--- src/design/tcf_pkg.sv ---
// Shared types, constants and the CORDIC arctangent table for the tilt filter.
package tcf_pkg;

    localparam int S_DATA_W   = 64;
    localparam int M_DATA_W   = 56;
    localparam int CORDIC_MAX = 24;
    localparam int CNT_W      = 5;
    localparam int XY_W       = 20;
    localparam int Z_W        = 26;
    localparam int ACC_W      = 18;
    localparam int ATAN_W     = 21;
    localparam int DIV_Q_W    = 24;
    localparam int DIV_D_W    = 14;
    localparam int DIV_N_W    = 38;

    localparam logic signed [Z_W-1:0] PI_Q21      = 26'sd6588397;
    localparam logic signed [18:0]    PI_Q13      = 19'sd25736;
    localparam logic signed [18:0]    TWO_PI_Q13  = 19'sd51472;
    localparam logic signed [19:0]    RATE_K      = 20'sd285672;
    localparam logic signed [20:0]    RATE_MAX    = 21'sd163840;
    localparam logic signed [25:0]    TILT_MAX    = 26'sd8388352;
    localparam logic signed [25:0]    SMOOTH_MAX  = 26'sd2621440;
    localparam logic signed [15:0]    OFFSET_INIT = -16'sd123;
    localparam logic [DIV_D_W-1:0]    DIV_SMOOTH  = 14'd10;
    localparam logic [DIV_D_W-1:0]    DIV_FILT    = 14'd10000;
    localparam logic [DIV_N_W-1:0]    HALF_SMOOTH = 38'd5;
    localparam logic [DIV_N_W-1:0]    HALF_FILT   = 38'd5000;
    localparam logic [15:0]           MS_MIN      = 16'd2;
    localparam logic [15:0]           MS_MAX      = 16'd49;

    typedef enum logic [3:0] {
        ST_IDLE,
        ST_MUL,
        ST_RATE,
        ST_SDIV,
        ST_SWAIT,
        ST_ANGLE,
        ST_FMUL,
        ST_FSUM,
        ST_FDIV,
        ST_FWAIT,
        ST_DONE
    } state_t;

    typedef struct packed {
        logic load;
        logic mul;
        logic rate;
        logic sdiv;
        logic s_upd;
        logic angle;
        logic fmul;
        logic fsum;
        logic fdiv;
        logic t_upd;
        logic publish;
    } cmd_t;

    typedef struct packed {
        logic cordic_done;
        logic div_done;
        logic div_busy;
        logic upd;
    } sts_t;

    // atan(2^-i) in 2^-21 rad
    function automatic logic [ATAN_W-1:0] atan_q21(input logic [CNT_W-1:0] i);
        logic [ATAN_W-1:0] v;
        case (i)
            5'd0:    v = 21'd1647099;
            5'd1:    v = 21'd972340;
            5'd2:    v = 21'd513757;
            5'd3:    v = 21'd260791;
            5'd4:    v = 21'd130902;
            5'd5:    v = 21'd65515;
            5'd6:    v = 21'd32765;
            5'd7:    v = 21'd16384;
            5'd8:    v = 21'd8192;
            5'd9:    v = 21'd4096;
            5'd10:   v = 21'd2048;
            5'd11:   v = 21'd1024;
            5'd12:   v = 21'd512;
            5'd13:   v = 21'd256;
            5'd14:   v = 21'd128;
            5'd15:   v = 21'd64;
            5'd16:   v = 21'd32;
            5'd17:   v = 21'd16;
            5'd18:   v = 21'd8;
            5'd19:   v = 21'd4;
            5'd20:   v = 21'd2;
            5'd21:   v = 21'd1;
            default: v = 21'd0;
        endcase
        return v;
    endfunction

endpackage

--- src/design/tcf_cordic.sv ---
// Iterative vectoring CORDIC: atan2(y, x) rounded to 2^-13 rad.
module tcf_cordic import tcf_pkg::*; #(
    parameter int STEPS = 16
) (
    input  logic                    aclk,
    input  logic                    aresetn,
    input  logic                    start,
    input  logic signed [15:0]      y_in,
    input  logic signed [15:0]      x_in,
    output logic                    done,
    output logic signed [ACC_W-1:0] acc
);

    localparam int NSTEPS = (STEPS > CORDIC_MAX) ? CORDIC_MAX : STEPS;
    localparam logic [CNT_W-1:0] LAST = CNT_W'(NSTEPS - 1);

    logic signed [XY_W-1:0]  x_reg, x_next, y_reg, y_next, xs, ys, x_ext, y_ext;
    logic signed [Z_W-1:0]   z_reg, z_next, atan_z, z_pos, z_neg;
    logic signed [ACC_W-1:0] acc_reg, acc_next;
    logic [CNT_W-1:0]        cnt_reg, cnt_next;
    logic                    busy_reg, busy_next, rnd_reg, rnd_next, done_reg, done_next;
    logic                    zero_reg, zero_next, y_pos;

    always_comb begin
        x_ext  = XY_W'(x_in);
        y_ext  = XY_W'(y_in);
        xs     = x_reg >>> cnt_reg;
        ys     = y_reg >>> cnt_reg;
        y_pos  = !y_reg[XY_W-1] && (y_reg != '0);
        atan_z = signed'({{(Z_W-ATAN_W){1'b0}}, atan_q21(cnt_reg)});
        z_pos  = (z_reg + 26'sd128) >>> 8;
        z_neg  = -((-z_reg + 26'sd128) >>> 8);

        x_next    = x_reg;
        y_next    = y_reg;
        z_next    = z_reg;
        cnt_next  = cnt_reg;
        busy_next = busy_reg;
        rnd_next  = 1'b0;
        done_next = done_reg;
        zero_next = zero_reg;
        acc_next  = acc_reg;

        if (start) begin
            zero_next = (x_in == '0) && (y_in == '0);
            cnt_next  = '0;
            busy_next = 1'b1;
            done_next = 1'b0;
            if (x_in[15]) begin
                x_next = -x_ext;
                y_next = -y_ext;
                z_next = y_in[15] ? -PI_Q21 : PI_Q21;
            end else begin
                x_next = x_ext;
                y_next = y_ext;
                z_next = '0;
            end
        end else if (busy_reg) begin
            if (y_pos) begin
                x_next = x_reg + ys;
                y_next = y_reg - xs;
                z_next = z_reg + atan_z;
            end else begin
                x_next = x_reg - ys;
                y_next = y_reg + xs;
                z_next = z_reg - atan_z;
            end
            cnt_next = cnt_reg + 1'b1;
            if (cnt_reg == LAST) begin
                busy_next = 1'b0;
                rnd_next  = 1'b1;
            end
        end else if (rnd_reg) begin
            acc_next  = zero_reg ? '0 : ACC_W'(z_reg[Z_W-1] ? z_neg : z_pos);
            done_next = 1'b1;
        end
    end

    always_ff @(posedge aclk) begin
        if (!aresetn) begin
            busy_reg <= 1'b0;
            rnd_reg  <= 1'b0;
            done_reg <= 1'b0;
        end else begin
            busy_reg <= busy_next;
            rnd_reg  <= rnd_next;
            done_reg <= done_next;
        end
    end

    always_ff @(posedge aclk) begin
        x_reg    <= x_next;
        y_reg    <= y_next;
        z_reg    <= z_next;
        cnt_reg  <= cnt_next;
        zero_reg <= zero_next;
        acc_reg  <= acc_next;
    end

    assign done = done_reg;
    assign acc  = acc_reg;

endmodule

--- src/design/tcf_divider.sv ---
// Constant divider for the rounding divides: reciprocal multiply, then a remainder fix-up.
module tcf_divider import tcf_pkg::*; (
    input  logic               aclk,
    input  logic               aresetn,
    input  logic               start,
    input  logic [DIV_N_W-1:0] dividend,
    input  logic [DIV_D_W-1:0] divisor,
    output logic               busy,
    output logic               done,
    output logic [DIV_Q_W-1:0] quotient
);

    // by 10: exact, ceil(2^27 / 10) on a dividend below 2^23
    // by 10000: floor(2^38 / 10000) on dividend[37:14], low by at most 3
    localparam logic [24:0] RECIP_SMOOTH = 25'd13421773;
    localparam logic [24:0] RECIP_FILT   = 25'd27487790;
    localparam int          SHIFT_SMOOTH = 3;
    localparam logic [2:0]  STG_PROD     = 3'd0;
    localparam logic [2:0]  STG_QEST     = 3'd1;
    localparam logic [2:0]  STG_REM      = 3'd2;
    localparam logic [2:0]  STG_LAST     = 3'd5;

    logic [DIV_N_W-1:0] n_reg, n_next, qd;
    logic [DIV_D_W-1:0] d_reg, d_next;
    logic [DIV_Q_W-1:0] q_reg, q_next, mul_a;
    logic [24:0]        mul_b, prod_reg, prod_next;
    logic [48:0]        mul_p;
    logic [15:0]        r_reg, r_next;
    logic [2:0]         cnt_reg, cnt_next;
    logic               busy_reg, busy_next, done_reg, done_next, by_ten;

    always_comb begin
        by_ten = (d_reg == DIV_SMOOTH);
        mul_a  = by_ten ? n_reg[DIV_Q_W-1:0] : n_reg[DIV_N_W-1:DIV_N_W-DIV_Q_W];
        mul_b  = by_ten ? RECIP_SMOOTH : RECIP_FILT;
        mul_p  = 49'(mul_a) * 49'(mul_b);
        qd     = DIV_N_W'(q_reg) * DIV_N_W'(d_reg);

        n_next    = n_reg;
        d_next    = d_reg;
        q_next    = q_reg;
        prod_next = prod_reg;
        r_next    = r_reg;
        cnt_next  = cnt_reg;
        busy_next = busy_reg;
        done_next = done_reg;

        if (start) begin
            n_next    = dividend;
            d_next    = divisor;
            cnt_next  = '0;
            busy_next = 1'b1;
            done_next = 1'b0;
        end else if (busy_reg) begin
            cnt_next = cnt_reg + 1'b1;
            case (cnt_reg)
                STG_PROD: begin
                    prod_next = mul_p[48:24];
                end
                STG_QEST: begin
                    q_next = by_ten ? DIV_Q_W'(prod_reg >> SHIFT_SMOOTH)
                                    : prod_reg[DIV_Q_W-1:0];
                end
                STG_REM: begin
                    r_next = 16'(n_reg - qd);
                end
                default: begin
                    if (r_reg >= 16'(d_reg)) begin
                        q_next = q_reg + 1'b1;
                        r_next = r_reg - 16'(d_reg);
                    end
                end
            endcase
            if (cnt_reg == STG_LAST) begin
                busy_next = 1'b0;
                done_next = 1'b1;
            end
        end
    end

    always_ff @(posedge aclk) begin
        if (!aresetn) begin
            busy_reg <= 1'b0;
            done_reg <= 1'b0;
        end else begin
            busy_reg <= busy_next;
            done_reg <= done_next;
        end
    end

    always_ff @(posedge aclk) begin
        n_reg    <= n_next;
        d_reg    <= d_next;
        q_reg    <= q_next;
        prod_reg <= prod_next;
        r_reg    <= r_next;
        cnt_reg  <= cnt_next;
    end

    assign busy     = busy_reg;
    assign done     = done_reg;
    assign quotient = q_reg;

endmodule

--- src/design/tcf_datapath.sv ---
// Datapath: rate scaling, tilt wrap, low-pass and complementary filter state.
module tcf_datapath import tcf_pkg::*; #(
    parameter int CORDIC_STEPS = 16
) (
    input  logic                aclk,
    input  logic                aresetn,
    input  cmd_t                cmd,
    output sts_t                sts,
    input  logic [S_DATA_W-1:0] in_tdata,
    input  logic                in_tuser,
    input  logic                cfg_wr_en,
    input  logic [15:0]         cfg_wr_data,
    output logic [M_DATA_W-1:0] out_tdata,
    output logic                out_tuser
);

    logic signed [15:0]      gx_reg, bias_reg, off_reg, off_use;
    logic [15:0]             ms_reg;
    logic                    cal_reg, upd_reg, sneg_reg, fneg_reg, tuser_reg;
    logic signed [35:0]      prod_reg, prod_next, rnd_pos, rnd_neg, rnd;
    logic signed [20:0]      rdiff, rclamp;
    logic signed [18:0]      rate_reg, rate_next, adiff, awrap, angle_reg, angle_next;
    logic signed [18:0]      rsm_next;
    logic signed [23:0]      s_reg, s_next, s0_reg, s0_next, target, t_reg, t_next;
    logic signed [23:0]      tp, tn, sp, sn;
    logic signed [24:0]      sd;
    logic [24:0]             smag;
    logic signed [25:0]      qs, sq, ssum, sclamp, tq, tclamp;
    logic signed [ACC_W-1:0] acc;
    logic signed [38:0]      p1_reg, p1_next, p3_reg, p3_next, p2e, num_reg, num_next;
    logic signed [25:0]      p2_reg, p2_next;
    logic [38:0]             fmag;
    logic [DIV_N_W-1:0]      sdivd, fdivd, div_dividend;
    logic [DIV_D_W-1:0]      div_divisor;
    logic [DIV_Q_W-1:0]      div_q;
    logic signed [15:0]      tilt_next;
    logic [M_DATA_W-1:0]     tdata_reg, tdata_next;
    logic                    cordic_done, div_busy, div_done;

    tcf_cordic #(
        .STEPS (CORDIC_STEPS)
    ) u_cordic (
        .aclk    (aclk),
        .aresetn (aresetn),
        .start   (cmd.load),
        .y_in    (in_tdata[15:0]),
        .x_in    (in_tdata[31:16]),
        .done    (cordic_done),
        .acc     (acc)
    );

    tcf_divider u_divider (
        .aclk     (aclk),
        .aresetn  (aresetn),
        .start    (cmd.sdiv || cmd.fdiv),
        .dividend (div_dividend),
        .divisor  (div_divisor),
        .busy     (div_busy),
        .done     (div_done),
        .quotient (div_q)
    );

    always_comb begin
        // gyro counts to 2^-12 rad/s, round half away from zero
        prod_next = 36'(gx_reg) * 36'(RATE_K);
        rnd_pos   = (prod_reg + 36'sd32768) >>> 16;
        rnd_neg   = -((-prod_reg + 36'sd32768) >>> 16);
        rnd       = prod_reg[35] ? rnd_neg : rnd_pos;
        rdiff     = 21'(bias_reg) - 21'(rnd);
        if (rdiff > RATE_MAX) begin
            rclamp = RATE_MAX;
        end else if (rdiff < -RATE_MAX) begin
            rclamp = -RATE_MAX;
        end else begin
            rclamp = rdiff;
        end
        rate_next = 19'(rclamp);

        // low-pass, reloaded from the target when it sits at zero
        target  = 24'(rate_reg) <<< 4;
        s0_next = (s_reg == '0) ? target : s_reg;
        sd      = 25'(target) - 25'(s0_next);
        smag    = sd[24] ? 25'(-sd) : 25'(sd);
        sdivd   = DIV_N_W'(smag) + HALF_SMOOTH;
        qs      = signed'({2'b00, div_q});
        sq      = sneg_reg ? -qs : qs;
        ssum    = 26'(s0_reg) + sq;
        if (ssum > SMOOTH_MAX) begin
            sclamp = SMOOTH_MAX;
        end else if (ssum < -SMOOTH_MAX) begin
            sclamp = -SMOOTH_MAX;
        end else begin
            sclamp = ssum;
        end
        s_next = 24'(sclamp);

        // accel tilt relative to the zero offset, wrapped to +-pi
        off_use = cal_reg ? 16'(acc) : off_reg;
        adiff   = 19'(acc) - 19'(off_use);
        if (adiff > PI_Q13) begin
            awrap = adiff - TWO_PI_Q13;
        end else if (adiff < -PI_Q13) begin
            awrap = adiff + TWO_PI_Q13;
        end else begin
            awrap = adiff;
        end
        angle_next = -awrap;

        // t' = (9000*t + 4608*rate*ms + 256000*angle) / 10000
        p1_next  = 39'(t_reg) * 39'sd9000;
        p2_next  = 26'(rate_reg) * 26'(signed'({1'b0, ms_reg[5:0]}));
        p3_next  = 39'(angle_reg) * 39'sd256000;
        p2e      = 39'(p2_reg);
        num_next = p1_reg + (p2e <<< 12) + (p2e <<< 9) + p3_reg;
        fmag     = num_reg[38] ? 39'(-num_reg) : 39'(num_reg);
        fdivd    = DIV_N_W'(fmag) + HALF_FILT;
        tq       = fneg_reg ? -qs : qs;
        if (tq > TILT_MAX) begin
            tclamp = TILT_MAX;
        end else if (tq < -TILT_MAX) begin
            tclamp = -TILT_MAX;
        end else begin
            tclamp = tq;
        end
        t_next = 24'(tclamp);

        div_dividend = cmd.sdiv ? sdivd : fdivd;
        div_divisor  = cmd.sdiv ? DIV_SMOOTH : DIV_FILT;

        // output scaling
        tp         = (t_reg + 24'sd128) >>> 8;
        tn         = -((-t_reg + 24'sd128) >>> 8);
        tilt_next  = 16'(t_reg[23] ? tn : tp);
        sp         = (s_reg + 24'sd8) >>> 4;
        sn         = -((-s_reg + 24'sd8) >>> 4);
        rsm_next   = 19'(s_reg[23] ? sn : sp);
        tdata_next = {2'b00, rsm_next, rate_reg, tilt_next};
    end

    always_ff @(posedge aclk) begin
        if (!aresetn) begin
            bias_reg <= '0;
            t_reg    <= '0;
            s_reg    <= '0;
            off_reg  <= OFFSET_INIT;
        end else begin
            if (cfg_wr_en) begin
                bias_reg <= cfg_wr_data;
            end
            if (cmd.t_upd) begin
                t_reg <= t_next;
            end
            if (cmd.s_upd) begin
                s_reg <= s_next;
            end
            if (cmd.angle && cal_reg) begin
                off_reg <= off_use;
            end
        end
    end

    always_ff @(posedge aclk) begin
        if (cmd.load) begin
            gx_reg  <= in_tdata[47:32];
            ms_reg  <= in_tdata[63:48];
            cal_reg <= in_tuser;
        end
        if (cmd.mul) begin
            prod_reg <= prod_next;
        end
        if (cmd.rate) begin
            rate_reg <= rate_next;
        end
        if (cmd.sdiv) begin
            s0_reg   <= s0_next;
            sneg_reg <= sd[24];
        end
        if (cmd.angle) begin
            angle_reg <= angle_next;
            upd_reg   <= sts.upd;
        end
        if (cmd.fmul) begin
            p1_reg <= p1_next;
            p2_reg <= p2_next;
            p3_reg <= p3_next;
        end
        if (cmd.fsum) begin
            num_reg <= num_next;
        end
        if (cmd.fdiv) begin
            fneg_reg <= num_reg[38];
        end
        if (cmd.publish) begin
            tdata_reg <= tdata_next;
            tuser_reg <= upd_reg;
        end
    end

    assign sts.cordic_done = cordic_done;
    assign sts.div_done    = div_done;
    assign sts.div_busy    = div_busy;
    assign sts.upd         = (ms_reg >= MS_MIN) && (ms_reg <= MS_MAX);
    assign out_tdata       = tdata_reg;
    assign out_tuser       = tuser_reg;

endmodule

--- src/design/tcf_ctrl.sv ---
// Controller: sequences one sample through the datapath and holds the output beat.
module tcf_ctrl import tcf_pkg::*; (
    input  logic aclk,
    input  logic aresetn,
    input  logic s_tvalid,
    output logic s_tready,
    output logic m_tvalid,
    input  logic m_tready,
    input  sts_t sts,
    output cmd_t cmd
);

    state_t state_reg, state_next;
    logic   m_valid_reg, m_valid_next;

    always_ff @(posedge aclk) begin
        if (!aresetn) begin
            state_reg   <= ST_IDLE;
            m_valid_reg <= 1'b0;
        end else begin
            state_reg   <= state_next;
            m_valid_reg <= m_valid_next;
        end
    end

    always_comb begin
        state_next   = state_reg;
        cmd          = '0;
        m_valid_next = m_valid_reg;
        if (m_valid_reg && m_tready) begin
            m_valid_next = 1'b0;
        end
        case (state_reg)
            ST_IDLE: begin
                if (s_tvalid) begin
                    cmd.load   = 1'b1;
                    state_next = ST_MUL;
                end
            end
            ST_MUL: begin
                cmd.mul    = 1'b1;
                state_next = ST_RATE;
            end
            ST_RATE: begin
                cmd.rate   = 1'b1;
                state_next = ST_SDIV;
            end
            ST_SDIV: begin
                cmd.sdiv   = 1'b1;
                state_next = ST_SWAIT;
            end
            ST_SWAIT: begin
                if (sts.div_done && sts.cordic_done) begin
                    cmd.s_upd  = 1'b1;
                    state_next = ST_ANGLE;
                end
            end
            ST_ANGLE: begin
                cmd.angle  = 1'b1;
                state_next = sts.upd ? ST_FMUL : ST_DONE;
            end
            ST_FMUL: begin
                cmd.fmul   = 1'b1;
                state_next = ST_FSUM;
            end
            ST_FSUM: begin
                cmd.fsum   = 1'b1;
                state_next = ST_FDIV;
            end
            ST_FDIV: begin
                cmd.fdiv   = 1'b1;
                state_next = ST_FWAIT;
            end
            ST_FWAIT: begin
                if (sts.div_done) begin
                    cmd.t_upd  = 1'b1;
                    state_next = ST_DONE;
                end
            end
            ST_DONE: begin
                if (!m_valid_reg || m_tready) begin
                    cmd.publish  = 1'b1;
                    m_valid_next = 1'b1;
                    state_next   = ST_IDLE;
                end
            end
            default: begin
                state_next = ST_IDLE;
            end
        endcase
    end

    assign s_tready = (state_reg == ST_IDLE);
    assign m_tvalid = m_valid_reg;

    a_div_idle: assert property (@(posedge aclk) disable iff (!aresetn)
        (cmd.sdiv || cmd.fdiv) |-> !sts.div_busy)
        else $error("divider started while busy");

    a_pub_valid: assert property (@(posedge aclk) disable iff (!aresetn)
        cmd.publish |=> m_valid_reg)
        else $error("published beat not presented");

    a_angle_ready: assert property (@(posedge aclk) disable iff (!aresetn)
        (state_reg == ST_ANGLE) |-> sts.cordic_done)
        else $error("tilt used before CORDIC finished");

    a_cordic_restart: assert property (@(posedge aclk) disable iff (!aresetn)
        cmd.load |=> !sts.cordic_done)
        else $error("CORDIC done flag not cleared on new beat");

endmodule

--- src/design/tilt_complementary_filter.sv ---
// Top level of the tilt complementary filter.
//
// Input beat (s_axis): one IMU sample with accel Y/Z, gyro X and the elapsed
// time in ms; s_axis_tuser set makes the current accel tilt the new zero.
// Output beat (m_axis): filtered tilt, bias-corrected body rate, smoothed rate,
// and in m_axis_tuser whether the complementary filter advanced.
// cfg_wr_en/cfg_wr_data load the gyro bias; write it only while idle.
// One sample is processed at a time. The tilt update runs only when the elapsed
// time is within 2..49 ms and adds a constant divide after the CORDIC and the
// smoothing divide; the next beat is taken once the result is published.
// A finished beat sits in the output register: a stalled receiver does
// not stop the next sample from being accepted and processed, only its publish.
// Reset clears the filter state, bias and output valid; zero offset resets
// to -123 (2^-13 rad).
module tilt_complementary_filter import tcf_pkg::*; #(
    parameter int CORDIC_STEPS = 16
) (
    input  logic                aclk,
    input  logic                aresetn,
    input  logic                s_axis_tvalid,
    output logic                s_axis_tready,
    input  logic [S_DATA_W-1:0] s_axis_tdata,  // accel_y_raw, accel_z_raw, gyro_x_raw, elapsed_ms
    input  logic                s_axis_tuser,  // calibrate
    output logic                m_axis_tvalid,
    input  logic                m_axis_tready,
    output logic [M_DATA_W-1:0] m_axis_tdata,  // tilt_angle, gyro_rate, rate_smoothed, 2'b0
    output logic                m_axis_tuser,  // filter_updated
    input  logic                cfg_wr_en,
    input  logic [15:0]         cfg_wr_data
);

    cmd_t cmd;
    sts_t sts;

    tcf_ctrl u_ctrl (
        .aclk     (aclk),
        .aresetn  (aresetn),
        .s_tvalid (s_axis_tvalid),
        .s_tready (s_axis_tready),
        .m_tvalid (m_axis_tvalid),
        .m_tready (m_axis_tready),
        .sts      (sts),
        .cmd      (cmd)
    );

    tcf_datapath #(
        .CORDIC_STEPS (CORDIC_STEPS)
    ) u_datapath (
        .aclk        (aclk),
        .aresetn     (aresetn),
        .cmd         (cmd),
        .sts         (sts),
        .in_tdata    (s_axis_tdata),
        .in_tuser    (s_axis_tuser),
        .cfg_wr_en   (cfg_wr_en),
        .cfg_wr_data (cfg_wr_data),
        .out_tdata   (m_axis_tdata),
        .out_tuser   (m_axis_tuser)
    );

endmodule

--- config.mk ---
export PLATFORM = sky130hd
export DESIGN_NAME = tilt_complementary_filter
export DESIGN_NICKNAME = d
export VERILOG_FILES = /design/src/design/tcf_pkg.sv /design/src/design/tcf_cordic.sv /design/src/design/tcf_divider.sv /design/src/design/tcf_datapath.sv /design/src/design/tcf_ctrl.sv /design/src/design/tilt_complementary_filter.sv
export SDC_FILE = /design/constraint.sdc
export NUM_CORES = 2
export LEC_CHECK = 0
export ABC_AREA = 1
export ABC_CLOCK_PERIOD_IN_PS = 8550
export BUFFER_PORTS_ARGS = -buffer_cell sky130_fd_sc_hd__buf_2
export CAP_MARGIN = 20
export CORE_MARGIN = 2
export CORE_UTILIZATION = 58
export DETAILED_ROUTE_END_ITERATION = 8
export PLACE_DENSITY = 0.84
export SLEW_MARGIN = 30
export SYNTH_ARGS = -nofsm -noshare
export SYNTH_HDL_FRONTEND = slang
export SYNTH_SLANG_ARGS = --single-unit
--- constraint.sdc ---
create_clock -name aclk -period 8.55 [get_ports aclk]
set_clock_uncertainty 0.1 [all_clocks]
set_input_delay 0.855 -clock aclk [delete_from_list [all_inputs] [get_ports aclk]]
set_output_delay 0.855 -clock aclk [all_outputs]
set_load 0.02 [all_outputs]
Word-level counts from Yosys, hierarchy flattened
Memory sizes are Yosys's and may differ from the RTL's. A register that Yosys moved wholly into a read port is not among the register bits.
Cells that the tools add are included.

cells by class
  $mul = 6
  bitwise gates (word level) = 6
  magnitude comparators = 11
  div/mod/pow operators = 0
  eq/ne operators = 19
  reductions and logical operators = 32
  shift-type cells = 2
  add/subtract/negate cells = 44
  mux-type cells = 72

operators by type and width
  cell                    count
  $mux 24                 8
  $mux 26                 7
  $mux 20                 8
  $mux 19                 4
  $mux 38                 2
  $add 36x17->36 const B  2
  $add 26x9->26 const B   2
  $mux 25                 2
  $mul 24x25->49          1
  $add 24x9->24 const B   2
  $mux 16                 3
  $pmux 24 s2             1
  $add 23x5->23 const B   2
  $pmux 4 s11             1
  $add 20x20->20          2
  $neg 16->20             2
  $sshr 20x5->20          2
  $sub 20x20->20          2
  $add 39x35->39          1
  $add 39x38->39          1
  $add 39x39->39          1
  $add 38x13->38 const B  1
  $neg 19->19             2
  $neg 38->38             1
  72 further kinds        132

word-level totals
  bits in read-only memories = 672
  register bits after elaboration = 615
  output and inout port bits = 59
  latch bits = 0
  logic and storage cells = 233
  bits in writable memories = 0
  memories kept = 1
  bits of input ports = 86

memories
  name             depth  width  read ports  clocked after Yosys merged registers in  write ports  RTL line       source
  (no name shown)  32     21     1           1                                        0            tcf_pkg.sv:69  case (i)

Longest topological paths before layout
  depth after elaboration = 7
  mapped depth = 39
  gate-level depth less buffers = 37

Hierarchy
Synthesis repeated with hierarchy kept, for this count alone.

unflattened totals
  cell total of the unflattened synthesis = 10,764
  area, all modules = 84,673.7 µm²

modules (own cells, without submodules)
  module        cells an instance  seq. area each (µm²)  times used  area each (µm²)
  tcf_datapath  5,572              10,940.5              1           45,094.5
  tcf_divider   3,001              3,613.5               1           25,787.2
  tcf_cordic    2,113              3,133.0               1           13,374.1
  tcf_ctrl      78                 100.1                 1           417.9

Least setup slack after synthesis
Ideal clock, no wire load.

  path kind = reg2reg
  start point = reg u_datapath.u_divider.d_reg[10]
  end point = reg u_datapath.u_divider.prod_reg[24] (data pin)
  buffers on the path = 3
  data required time = 8.188 ns
  setup slack = 1.034 ns
  period minus slack after synthesis = 7.516 ns
  arrival = 7.154 ns
  setup time = 0.262 ns
  cell stages (with the launch flop) = 32
  cell sequence = edfxtp_1 > clkbuf_1 > nor2_1 > clkbuf_1 > clkbuf_1 > nor2_1 > inv_1 > nand2_1 > fa_1 > fa_1 > inv_1 > fa_1 > inv_1 > fa_1 > fa_1 > fa_1 > inv_1 > fa_1 > inv_1 > ha_1 > nand2_1 > nor2_1 > nand4_1 > o211ai_1 > nand2_1 > o211ai_1 > nand2_1 > nand2_1 > nand2_1 > nand2_1 > a21oi_1 > xor2_1

between the ends
  longest elaborated chain between the ends = 3
  elaborated cells on any way between the ends = 4
  classes of those cells = mul (1); eq/ne (1); mux (2)

ends and longest elaborated chain
  element                             RTL line                              source
  start, declared                     tcf_divider.sv:24                     logic [DIV_D_W-1:0] d_reg, d_next;
  start signal, assigned              tcf_divider.sv:93                     d_reg <= d_next;
  $eq 14x4->1 *                       tcf_divider.sv:33                     by_ten = (d_reg == DIV_SMOOTH);
  $mux 24 or $mux 25 (tied branches)  tcf_divider.sv:34, tcf_divider.sv:35
  $mul 24x25->49 *                    tcf_divider.sv:36                     mul_p = 49'(mul_a) * 49'(mul_b);
  net u_datapath.u_divider.mul_p[48]  tcf_divider.sv:27                     logic [48:0] mul_p;
  end signal, assigned                tcf_divider.sv:95                     prod_reg <= prod_next;
  end, declared                       tcf_divider.sv:26                     logic [24:0] mul_b, prod_reg, prod_next;

Mark *: on every way through the listed nets, which the timed path passes. The rest lies on a longest branch.
A chain may end at the register's enable or synchronous reset.

Worst setup path in the final report
  start point = reg u_datapath.u_divider.d_reg[3]
  end point = reg u_datapath.u_divider.prod_reg[24] (data pin)

The elaborated chain is that of the path after synthesis.

==> results_dict.tcl <==
set metrics [dict create \
    grt_usage_pct 33.3 \
    coreArea_sq_um 138000 \
    holdPathStages 1 \
    areaGrowthSynthToFinish_pct 6.13 \
    multi_input_area_sq_um 55200 \
    ir_worst_vdd_uv 716 \
    min-delay-start "s_axis_tdata[36]" \
    ys_seq_elements 620 \
    holdBufCountCts 0 \
    row_count 136 \
    syn_avg_cell_area_sq_um 7.97 \
    period_share_pct 92.5 \
    critPathArrivalTime_ns 8.23 \
    cts.sinks 620 \
    finalPower_mw 34.0 \
    power_density_nw_per_um2 398 \
    min_period_ns 7.91 \
    routed_wl_mm 236 \
    clk_root_buffer_cell "clkbuf_16" \
    path_max_fanout 57 \
    hold_class "in2reg" \
    fill_cells 11714 \
    path_clk_slew_ns 0.07 \
    status "finished clean" \
    r2r-end "u_datapath.u_divider.prod_reg[24]$_DFFE_PP_" \
    antenna_found_initial 9 \
    grt_max_degree 88 \
    clk_path_buf_depth 3 \
    required_ns 8.87 \
    detail_route.first_pass.iterations 6 \
    wl_per_cell_microns 19.6 \
    r2r_start "u_datapath.u_divider.d_reg[3]$_DFFE_PP_" \
    reg2reg_depth 30 \
    max_slew_margin_pct 30.4 \
    final.setup.tns_ns 0 \
    slowest_delay_ns 0.58 \
    p_leak_nw 43.1 \
    syn_area_sq_um 80700 \
    synth_ff_type "edfxtp_1" \
    synth_cell_types 74 \
    portBuffers 142 \
    via_per_inst 5.76 \
    mostFrequentLayoutCell "inv_1" \
    ant_nets 0 \
    die_w_microns 377 \
    r2r_slack_ns 0.64 \
    drt-initial-drc-count 6800 \
    clock_latency_ns 0.68 \
    gp_congestion 1.03 \
    worstSetupPathType "reg2reg" \
    cap_violations 0 \
    cts_tree "done" \
    cp_slowest_cell "fa_1" \
    synthCells 10120 \
    timing.hold.ws_ns 0.246 \
    htree_levels 3 \
    whs_endpoint "u_datapath.gx_reg[4]$_DFFE_PP_" \
    ys_async_sr_fraction_pct 0 \
    max_slew.worst_pin.slew_ns 1.03 \
    setup_violations 0 \
    dieArea_sq_um 142000 \
    place_area_sq_um 83200 \
    final_cell_area_sq_um 85600 \
    fin_nets 11940 \
    grt_pass1_vias 69390 \
    drc 0 \
    dp_hpwl_mm 196 \
    startpoint_type "flip-flop" \
    worst_setup_path_end_kind "flip-flop" \
    ioPinCount 145 \
    drive_gt1_share_pct 4.91 \
    routed-via-count 69388 \
    die_h_microns 377 \
    drv_slew 0 \
    hold_viol_final 0 \
    synth_edf_count 501 \
    start_util_pct 58.5 \
    numCtsBuffers 71 \
    ys_seq_area_share_pct 21.6 \
    synth_warnings 0 \
    layout_common_cells "inv_1 (1916), nand2_1 (1896), ha_1 (913)" \
    grt_pass1_wl_mm 372 \
    largest_reg_flops 54 \
    fmax_mhz 126 \
    gr-total-overflow 0 \
    rsz0062_at_grt "false" \
    regArea_sq_um 17400 \
]
[Yosys cell counts, types with 12 or more instances]
library cell  instances  share of area [%]
buf_2                22               0.14
edfxtp_1            501                 19
clkbuf_1            174               0.81
nand3_2              12               0.15
o21ai_0             613                3.8
o21a_1               17               0.16
nand3b_1             21               0.20
inv_2                19              0.088
dfxtp_1             119                3.0
nor2_2               46               0.36
buf_1                15              0.070
inv_1              1919                8.9
ha_1                913                 14
o22ai_1              26               0.20
mux2i_1              22               0.27
o211ai_1             53               0.49
o31ai_1              21               0.20
o21ai_1              46               0.29
a31oi_1              42               0.33
fa_1                752                 19
xor2_1              365                4.0
nor4_1               49               0.38
nand3_1             412                2.6
nand2_1            1897                8.8
or2_2                27               0.21
a21boi_0             15               0.14
a211oi_1             13               0.12
buf_4                14               0.13
a21oi_1             576                3.6
nand4_1             113               0.88
a21o_1               24               0.22
nor2_1              772                3.6
nor3_1              134               0.83
o21bai_1             31               0.29
xnor2_1             143                1.6
nand2_2              35               0.27
[logic make-up after synthesis]
| family | after synthesis | share of synthesized area [%] |
|---|---|---|
| AOI/OAI and AO/OA | 1544 | 10.5 |
| xor gates and xnor gates | 512 | 5.60 |
| adders and majority gates | 1665 | 32.8 |
| buffers and inverters | 2179 | 10.3 |
| DFF | 620 | 21.6 |
| muxes | 22 | 0.273 |
| other | 2 | 0.00931 |
| and+or+nand+nor | 3576 | 18.9 |
[report_power, final]
group	switching, mW	total (mW)	internal, mW	leakage [nW]
clock network	1.37	3.15	1.78	1.15
registers	0.575	5.38	4.80	5.59
logic	16.0	25.5	9.46	36.4
[cell type report]
cell class                 count  share of cell area (%)
antenna                        3                 0.00877
clock buffer                  93                    2.35
multi-input combinational   7360                    64.4
timing repair buffer         186                    1.27
tap                         1794                    2.62
sequential                   620                    20.4
clock inverter                38                   0.396
inverter                    1950                    8.55
[repair_timing]
action,CTS,global route
endpoints found under the setup margin,0,3
gates resized for setup,0,2
setup buffers,0,1
[critical path, delay by kind of cell, from the launching register on]
| family | cells | cell delay [ns] |
|---|---|---|
| xor gates and xnor gates | 1 | 0.15 |
| buffers and inverters | 5 | 0.53 |
| adders and majority gates | 8 | 3.82 |
| and+or+nand+nor | 12 | 1.78 |
| DFF | 1 | 0.39 |
| AOI/OAI and AO/OA | 4 | 0.85 |
[worst max-delay path by stage]
stage | start | to | slack (ns) | cells past startpoint
5_1_grt | u_datapath.u_divider.d_reg[3]$_DFFE_PP_ | u_datapath.u_divider.prod_reg[20]$_DFFE_PP_ | 0.17 | 31
3_5_place_dp | u_datapath.u_divider.d_reg[10]$_DFFE_PP_ | u_datapath.u_divider.prod_reg[24]$_DFFE_PP_ | 0.44 | 29
3_3_place_gp | u_datapath.u_divider.d_reg[10]$_DFFE_PP_ | u_datapath.u_divider.prod_reg[24]$_DFFE_PP_ | 0.41 | 29
6_report | u_datapath.u_divider.d_reg[3]$_DFFE_PP_ | u_datapath.u_divider.prod_reg[24]$_DFFE_PP_ | 0.64 | 30
4_1_cts | u_datapath.u_divider.d_reg[10]$_DFFE_PP_ | u_datapath.u_divider.prod_reg[24]$_DFFE_PP_ | 0.39 | 29
2_1_floorplan | u_datapath.u_divider.d_reg[10]$_DFFE_PP_ | u_datapath.u_divider.prod_reg[24]$_DFFE_PP_ | 1.03 | 31
[metal layers]
layer,global-route usage [%],wire (microns),vias to the layer above
met5,0,71,-
met4,16.8,13600,6
met2,56.0,111000,3147
met3,5.52,20300,638
li1,-,-,32709
met1,41.3,91000,32888
[per-stage QoR]
| stage | instances | setup slack, ns | utilization [%] |
|---|---|---|---|
| 5_1_grt | 12043 | 0.172 | 62.1 |
| 6_report | 12044 | 0.644 | 62.1 |
| 3_3_place_gp | 11908 | 0.406 | 60.4 |
| 2_1_floorplan | 10159 | 1.03 | - |
| 4_1_cts | 12039 | 0.385 | 62.1 |
| 3_5_place_dp | 11908 | 0.445 | 60.4 |
Power figures use the tool's default switching activity.
